## config.mk

```make
export PLATFORM = sky130hd
export DESIGN_NAME = satl_front
export DESIGN_NICKNAME = d
export VERILOG_FILES = /design/src/sv/satl_pkg.sv /design/src/sv/satl_front.sv
export SDC_FILE = /design/constraint.sdc
export NUM_CORES = 1
export LEC_CHECK = 0
export BUFFER_PORTS_ARGS = -buffer_cell sky130_fd_sc_hd__buf_2
export CORE_ASPECT_RATIO = 1.4
export CORE_MARGIN = 10
export CORE_UTILIZATION = 35
export CTS_BUF_LIST = sky130_fd_sc_hd__clkbuf_16
export CTS_CLUSTER_DIAMETER = 30
export DETAILED_ROUTE_END_ITERATION = 16
export GPL_ROUTABILITY_DRIVEN = 0
export PLACE_DENSITY = 0.67
export SKIP_LAST_GASP = 1
export SYNTH_ARGS = -nofsm -noshare
export SYNTH_HDL_FRONTEND = slang
export SYNTH_SLANG_ARGS = --single-unit
```

## constraint.sdc

```tcl
create_clock -name clk_i -period 3.15 [get_ports clk_i]
set_clock_uncertainty 0.1 [all_clocks]
set_input_delay 0.4725 -clock clk_i [delete_from_list [all_inputs] [get_ports clk_i]]
set_output_delay 0.4725 -clock clk_i [all_outputs]
set_load 0.02 [all_outputs]
```

## src/sv/satl_pkg.sv

```systemverilog
// Shared types and constants of the cache tag lookup.
package satl_pkg;

  localparam int ADDR_BITS  = 32;
  localparam int LINE_BYTES = 32;
  localparam int SETS       = 128;
  localparam int WAYS       = 4;

  localparam int OFF_BITS   = $clog2(LINE_BYTES);
  localparam int SET_BITS   = $clog2(SETS);
  localparam int TAG_BITS   = ADDR_BITS - OFF_BITS - SET_BITS;
  localparam int WAY_BITS   = $clog2(WAYS);
  localparam int CNT_BITS   = WAY_BITS + 1;
  localparam int WLOG_BITS  = 2;
  localparam int PADDR_BITS = 3;
  localparam int PDATA_BITS = 32;

  localparam int QDEPTH     = 2;
  localparam int QPTR_BITS  = $clog2(QDEPTH);

  typedef logic [TAG_BITS-1:0] tag_t;
  typedef logic [SET_BITS-1:0] set_t;
  typedef logic [WAY_BITS-1:0] way_t;

  typedef struct packed {
    set_t set;
    tag_t tag;
  } req_t;

  typedef struct packed {
    way_t                 fifo;
    logic [WAYS-1:0]      vld;
    tag_t [WAYS-1:0]      tags;
  } row_t;

  localparam int ROW_BITS = $bits(row_t);

  typedef enum logic {
    POL_LRU  = 1'b0,
    POL_FIFO = 1'b1
  } policy_e;

  typedef enum logic {
    BK_IDLE,
    BK_UPDATE
  } back_state_e;

  localparam logic REG_POLICY = 1'b0;
  localparam logic REG_WAYS   = 1'b1;

  typedef struct packed {
    policy_e               policy;
    logic [WLOG_BITS-1:0]  ways_log2;
  } cfg_t;

endpackage

```

## src/sv/satl_front.sv

```systemverilog
// Front end: address split into set and tag, and a short request queue.
module satl_front (
  input  logic                         clk_i,
  input  logic                         rst_ni,
  input  logic                         push_i,
  input  logic [satl_pkg::ADDR_BITS-1:0] address_i,
  output logic                         full_o,
  output logic                         req_valid_o,
  output satl_pkg::req_t               req_o,
  input  logic                         req_pop_i
);

  satl_pkg::req_t                 q_q [satl_pkg::QDEPTH];
  logic [satl_pkg::QPTR_BITS-1:0] wr_ptr_q, wr_ptr_d;
  logic [satl_pkg::QPTR_BITS-1:0] rd_ptr_q, rd_ptr_d;
  logic [satl_pkg::QPTR_BITS:0]   cnt_q, cnt_d;
  logic                           wr_en, rd_en;
  satl_pkg::req_t                 req_in;

  assign req_in.set = address_i[satl_pkg::OFF_BITS +: satl_pkg::SET_BITS];
  assign req_in.tag = address_i[satl_pkg::ADDR_BITS-1 : satl_pkg::OFF_BITS + satl_pkg::SET_BITS];

  assign full_o      = (cnt_q == (satl_pkg::QPTR_BITS+1)'(satl_pkg::QDEPTH));
  assign req_valid_o = (cnt_q != '0);
  assign req_o       = q_q[rd_ptr_q];

  assign wr_en = push_i && !full_o;
  assign rd_en = req_pop_i && req_valid_o;

  always_comb begin
    wr_ptr_d = wr_ptr_q;
    rd_ptr_d = rd_ptr_q;
    cnt_d    = cnt_q;
    if (wr_en) begin
      wr_ptr_d = wr_ptr_q + satl_pkg::QPTR_BITS'(1);
    end
    if (rd_en) begin
      rd_ptr_d = rd_ptr_q + satl_pkg::QPTR_BITS'(1);
    end
    case ({wr_en, rd_en})
      2'b10:   cnt_d = cnt_q + (satl_pkg::QPTR_BITS+1)'(1);
      2'b01:   cnt_d = cnt_q - (satl_pkg::QPTR_BITS+1)'(1);
      default: cnt_d = cnt_q;
    endcase
  end

  always_ff @(posedge clk_i or negedge rst_ni) begin
    if (!rst_ni) begin
      wr_ptr_q <= '0;
      rd_ptr_q <= '0;
      cnt_q    <= '0;
    end else begin
      wr_ptr_q <= wr_ptr_d;
      rd_ptr_q <= rd_ptr_d;
      cnt_q    <= cnt_d;
    end
  end

  always_ff @(posedge clk_i) begin
    if (wr_en) begin
      q_q[wr_ptr_q] <= req_in;
    end
  end

endmodule

```

; After elaboration in Yosys (flattened, before gate mapping)
; Memories as Yosys holds them, arrays and structs flattened.
; Index checks and enable logic that the tools add are counted.
; Widths: inputs -> output; s select.
[totals]
mem_bits_rw = 54
memories = 1
register_bits = 4
output_inout_bits = 29
[op_classes]
n_eq_ne = 3
reduce_logical = 5
muxes = 3
add_sub_neg = 4
[memory_table]
columns = memory, words, width, read_ports, rd_ports_with_merged_regs, wr, line
row1 = q_q, 2, 27, 1, 0, 1, satl_front.sv:13  ; satl_pkg::req_t q_q [satl_pkg::QDEPTH];
[ops]
columns = operator, count
row1 = $eq 2x2->1 const B, 2
row2 = $pmux 2 s2, 1
row3 = $reduce_bool 2->1, 2
row4 = $add 1x1->1 const B, 2
row5 = $add 2x1->2 const B, 1
row6 = $eq 2x1->1 const B, 1
row7 = $logic_and 1x1->1, 2
row8 = $mux 1, 2
row9 = $sub 2x1->2 const B, 1
row10 = $logic_not 1->1, 1

; Depth between registers and ports, before layout
[depth]
depth_word = 5
depth_mapped = 6

; Worst setup path before layout
; Ideal clock, no wire load.
[synth_path]
kind = register to register
from = register cnt_q[0] (netlist name)
to = memory q_q[0][0] (netlist name) (enable)
slack_ps = 862
period_less_slack_ps = 2288
stages_incl_launch_ff = 4
t_required_ps = 2639
t_arrival_ps = 1777
cell_sequence = dfrtp_1 > nand2b_1 > nand2_1 > nor2_1
[synth_between]
elab_chain_cells = 5
[synth_lines]
columns = element, line
row1 = "start, declared", satl_front.sv:16  ; logic [satl_pkg::QPTR_BITS:0] cnt_q, cnt_d;
row2 = "start signal, assigned", satl_front.sv:55  ; cnt_q <= cnt_d;
row3 = $eq 2x2->1, satl_front.sv:23  ; assign full_o = (cnt_q == (satl_pkg::QPTR_BITS+1)'(satl_pkg::QDEPTH));
row4 = $logic_not 1->1, satl_front.sv:27  ; assign wr_en = push_i && !full_o;
row5 = $logic_and 1x1->1, satl_front.sv:27
row6 = $mux 1, satl_front.sv:60  ; if (wr_en) begin
row7 = $mux 1 (implied by the code), satl_front.sv:61  ; q_q[wr_ptr_q] <= req_in;
row8 = "end, declared", satl_front.sv:13
; Every way passes these cells.

==> flow_summary.yaml <==
synthesis:
  synth_edf_count: 54
  yosys.area.top_type: "edfxtp_1"
  synth-simple-area-share_pct: 1.794
  syn-cell-area_mm2: 0.002162
  muxShareOfSynthArea_pct: 14.24
  synth_compound_area_share_pct: 0
  yosysMostFrequentCell: "edfxtp_1"
  synth_cells: 102
  yosysTopAreaCellShare_pct: 75.00
  yosys_warnings: 0
  synthXorXnorAreaFrac_pct: 2.025
  synth_async_sr_flop_share_pct: 6.897
  syn-num-nets: 139
  ys_seq_area_share_pct: 79.63
  synth-main-ff-cell: "edfxtp_1"
  synthTopCellsByCount: "edfxtp_1 (54), mux2_2 (26), dfrtp_1 (4)"
  ys_types: 15
  synth_area_per_cell_um2: 21.20
  synth-adder-area-share_pct: 0.5787
  synth_top_family_by_area: "multiplexers"
  synth_area_leaders: "edfxtp_1 (75%), mux2_2 (14%), dfrtp_1 (4.6%), buf_6 (1.6%), xnor2_1 (1.2%)"
  synth_seq_cells: 58
global_routing:
  grt_max_degree: 28
  grt_pass1_wl_mm: 6.734
  gr-total-overflow: 0
  grt_usage_pct: 9.084
  grt_pass1_vias: 1358
  antenna_found_initial: 0
run:
  maxCapViolCount: 0
layout:
  drive_above_1_share_pct: 56.74
  area_growth_pct: 31.19
  nets: 210
  antennaDiodeCount: 0
timing:
  tns_ns: 0
  grt_setup_unrepaired: "no"
  timing.hold.ws_ns: 0.2405
  fmax_ghz: 0.4579
  min_period_ns: 2.184
  finalSetupViolCount: 0
  timing.final.ws_setup_ns: 0.9659
  maxSlewViolCount: 0
  worstMarginPinSlew_ns: 0.6456
  final_hold_viol_count: 0
  slew_headroom_pct: 56.92
  fin_crit_sh_pct: 69.34
floorplanning:
  coreArea_mm2: 0.005946
  dieArea_mm2: 0.009766
  initial_core_util_pct: 36.36
  die_x_um: 86.43
  die_y_um: 113.0
  ioPinCount: 65
  row_count: 33
route:
  routedWlPerCell_um: 16.77
  drt-total-wl_mm: 4.160
  ant_nets: 0
  viasPerCell: 4.593
  first_iter_violations: 50
  vias: 1139
  drc: 0
  drt_pass1_iterations: 4
clock_tree:
  h-tree-depth: 3
  cts_buffers: 9
  cts_tree: "yes"
  clk_path_buf_depth: 2
  clkTransAtPathRegs_ns: 0.05
  root_buffer: "clkbuf_16"
  cts-resized-gates: 0
  cts_setup_buffers: 0
  cts_sinks: 58
  clock_latency_ns: 0.32
pwr:
  p_seq_share_pct: 38.3
  vdd_ir_drop_max_mv: 0.5334
  p_sw_share_pct: 30.51
  power_density_mw_per_mm2: 1028
  internal_power_mw: 2.027
  pwr-share-comb_pct: 31.4
  p_switching_uw: 889.7
  p_leak_nw: 1.104
  clkPwrFrac_pct: 30.3
setup_path:
  setup.worst_path.end_class: "output port"
  critPathMaxFanout: 27
  worst-setup-path-type: "register to output port"
  crit_arrival_ns: 1.61
  crit_start: "rd_ptr_q"
  path_cells: "buf_4 > mux2_2 > buf_2"
  worstReg2RegStart: "cnt_q[0]"
  worstPathRequired_ns: 2.58
  critPathTopFamily: "buffers and inverters"
  crit_path_top_delay_cell: "mux2_2"
  timing.critical_path.buf_inv: 2
  cpPeakStageDelay_ns: 0.39
  cp-start-kind: "register"
status:
  outcome: "completed"
min_path:
  hold_path.class: "input port to register"
  hp-start: "address_i[13]"
place:
  hpwl_mm: 2.922
  port-buffer-count: 59
  place_ws_ns: 1.248
-- final timing paths --
path | to | slack (ns) | cells after the start
worst max-delay path | req_o[3] | 0.97 | 3
worst min-delay path | q_q[0][1] | 0.24 | 1
worst max register to register | q_q[0][22] | 1.29 | 4
worst min register to register | rd_ptr_q | 0.38 | 1
max in group asynchronous | wr_ptr_q | 2.44 | 2
min in group asynchronous | cnt_q[0] | 0.39 | 2
-- layout make-up --
| class | instances | area, um2 |
|---|---|---|
| clock buffers | 9 | 225.2 |
| clock inverters | 7 | 52.55 |
| fillers | 560 | 3109 |
| inverters | 1 | 3.754 |
| multi-input cells | 40 | 405.4 |
| flip-flops and latches | 58 | 1722 |
| well taps | 70 | 87.58 |
| repair buffers | 63 | 340.3 |
-- cells in the final DEF (no fill, tap or decap) --
cell type      netlist  routed
buf_2                0      59
edfxtp_1            54      54
mux2_2              26      26
clkbuf_16            0       9
clkinv_1             0       5
dfrtp_1              4       4
xnor2_1              3       3
inv_1                1       2
xor2_1               2       2
buf_4                0       2
mux2_4               1       1
nand2b_1             1       1
nand2_1              1       1
or2_1                1       1
and2_4               1       1
and3_1               1       1
nor2_2               0       1
nor2_1               2       1
ha_1                 1       1
bufinv_16            0       1
dlygate4sd3_1        0       1
buf_12               0       1
-- flip-flops by register name, indices dropped and copies added, names as in the netlist --
signal    count
wr_ptr_q      1
q_q          54
cnt_q         2
rd_ptr_q      1
-- logic make-up after synthesis --
family | count (synthesis)
buf+inv | 4
fa+ha+maj | 1
xor+xnor | 5
mux | 27
flops | 58
simple gates | 7
-- routing by layer --
| metal | vias to the layer above | global-route usage [%] | wire length (um) |
|---|---|---|---|
| met4 | 0 | 4.550 | 83 |
| met1 | 552 | 8.219 | 1567 |
| met5 | - | 0 | 0 |
| met2 | 41 | 16.34 | 2245 |
| met3 | 10 | 4.164 | 263 |
| li1 | 536 | - | - |
-- worst reg2reg max path: cells and delay by family (launching register included) --
family	cells	cell delay [ns]
AND/OR/NAND/NOR	3	0.81
flip-flops	1	0.40
buffers and inverters	1	0.25
-- power by group through the flow --
stage | clock [mW] | combinational (mW) | sequential (mW)
6_report | 0.884 | 0.916 | 1.12
2_1_floorplan | 0 | 0.668 | 1.12
5_1_grt | 0.943 | 0.999 | 1.13
4_1_cts | 0.907 | 0.946 | 1.12
3_3_place_gp | 0 | 0.934 | 1.12
3_5_place_dp | 0 | 0.940 | 1.13
-- through the flow --
step | instances | instance area (um2) | power, mW | utilization [%]
detailed placement | 231 | 2549 | 2.071 | 42.87
finish | 248 | 2836 | 2.916 | 47.71
global route | 248 | 2836 | 3.076 | 47.71
global placement | 231 | 2549 | 2.054 | 42.87
floorplan | 102 | 2162 | 1.784 | -
CTS | 248 | 2836 | 2.971 | 47.71
-- repair_timing --
item | CTS | global route
hold buffers | 1 | 0
endpoints found under the hold margin | 4 | 0
endpoints found under the setup margin | 0 | 0
Note: power is estimated with default switching activity, not from simulation.
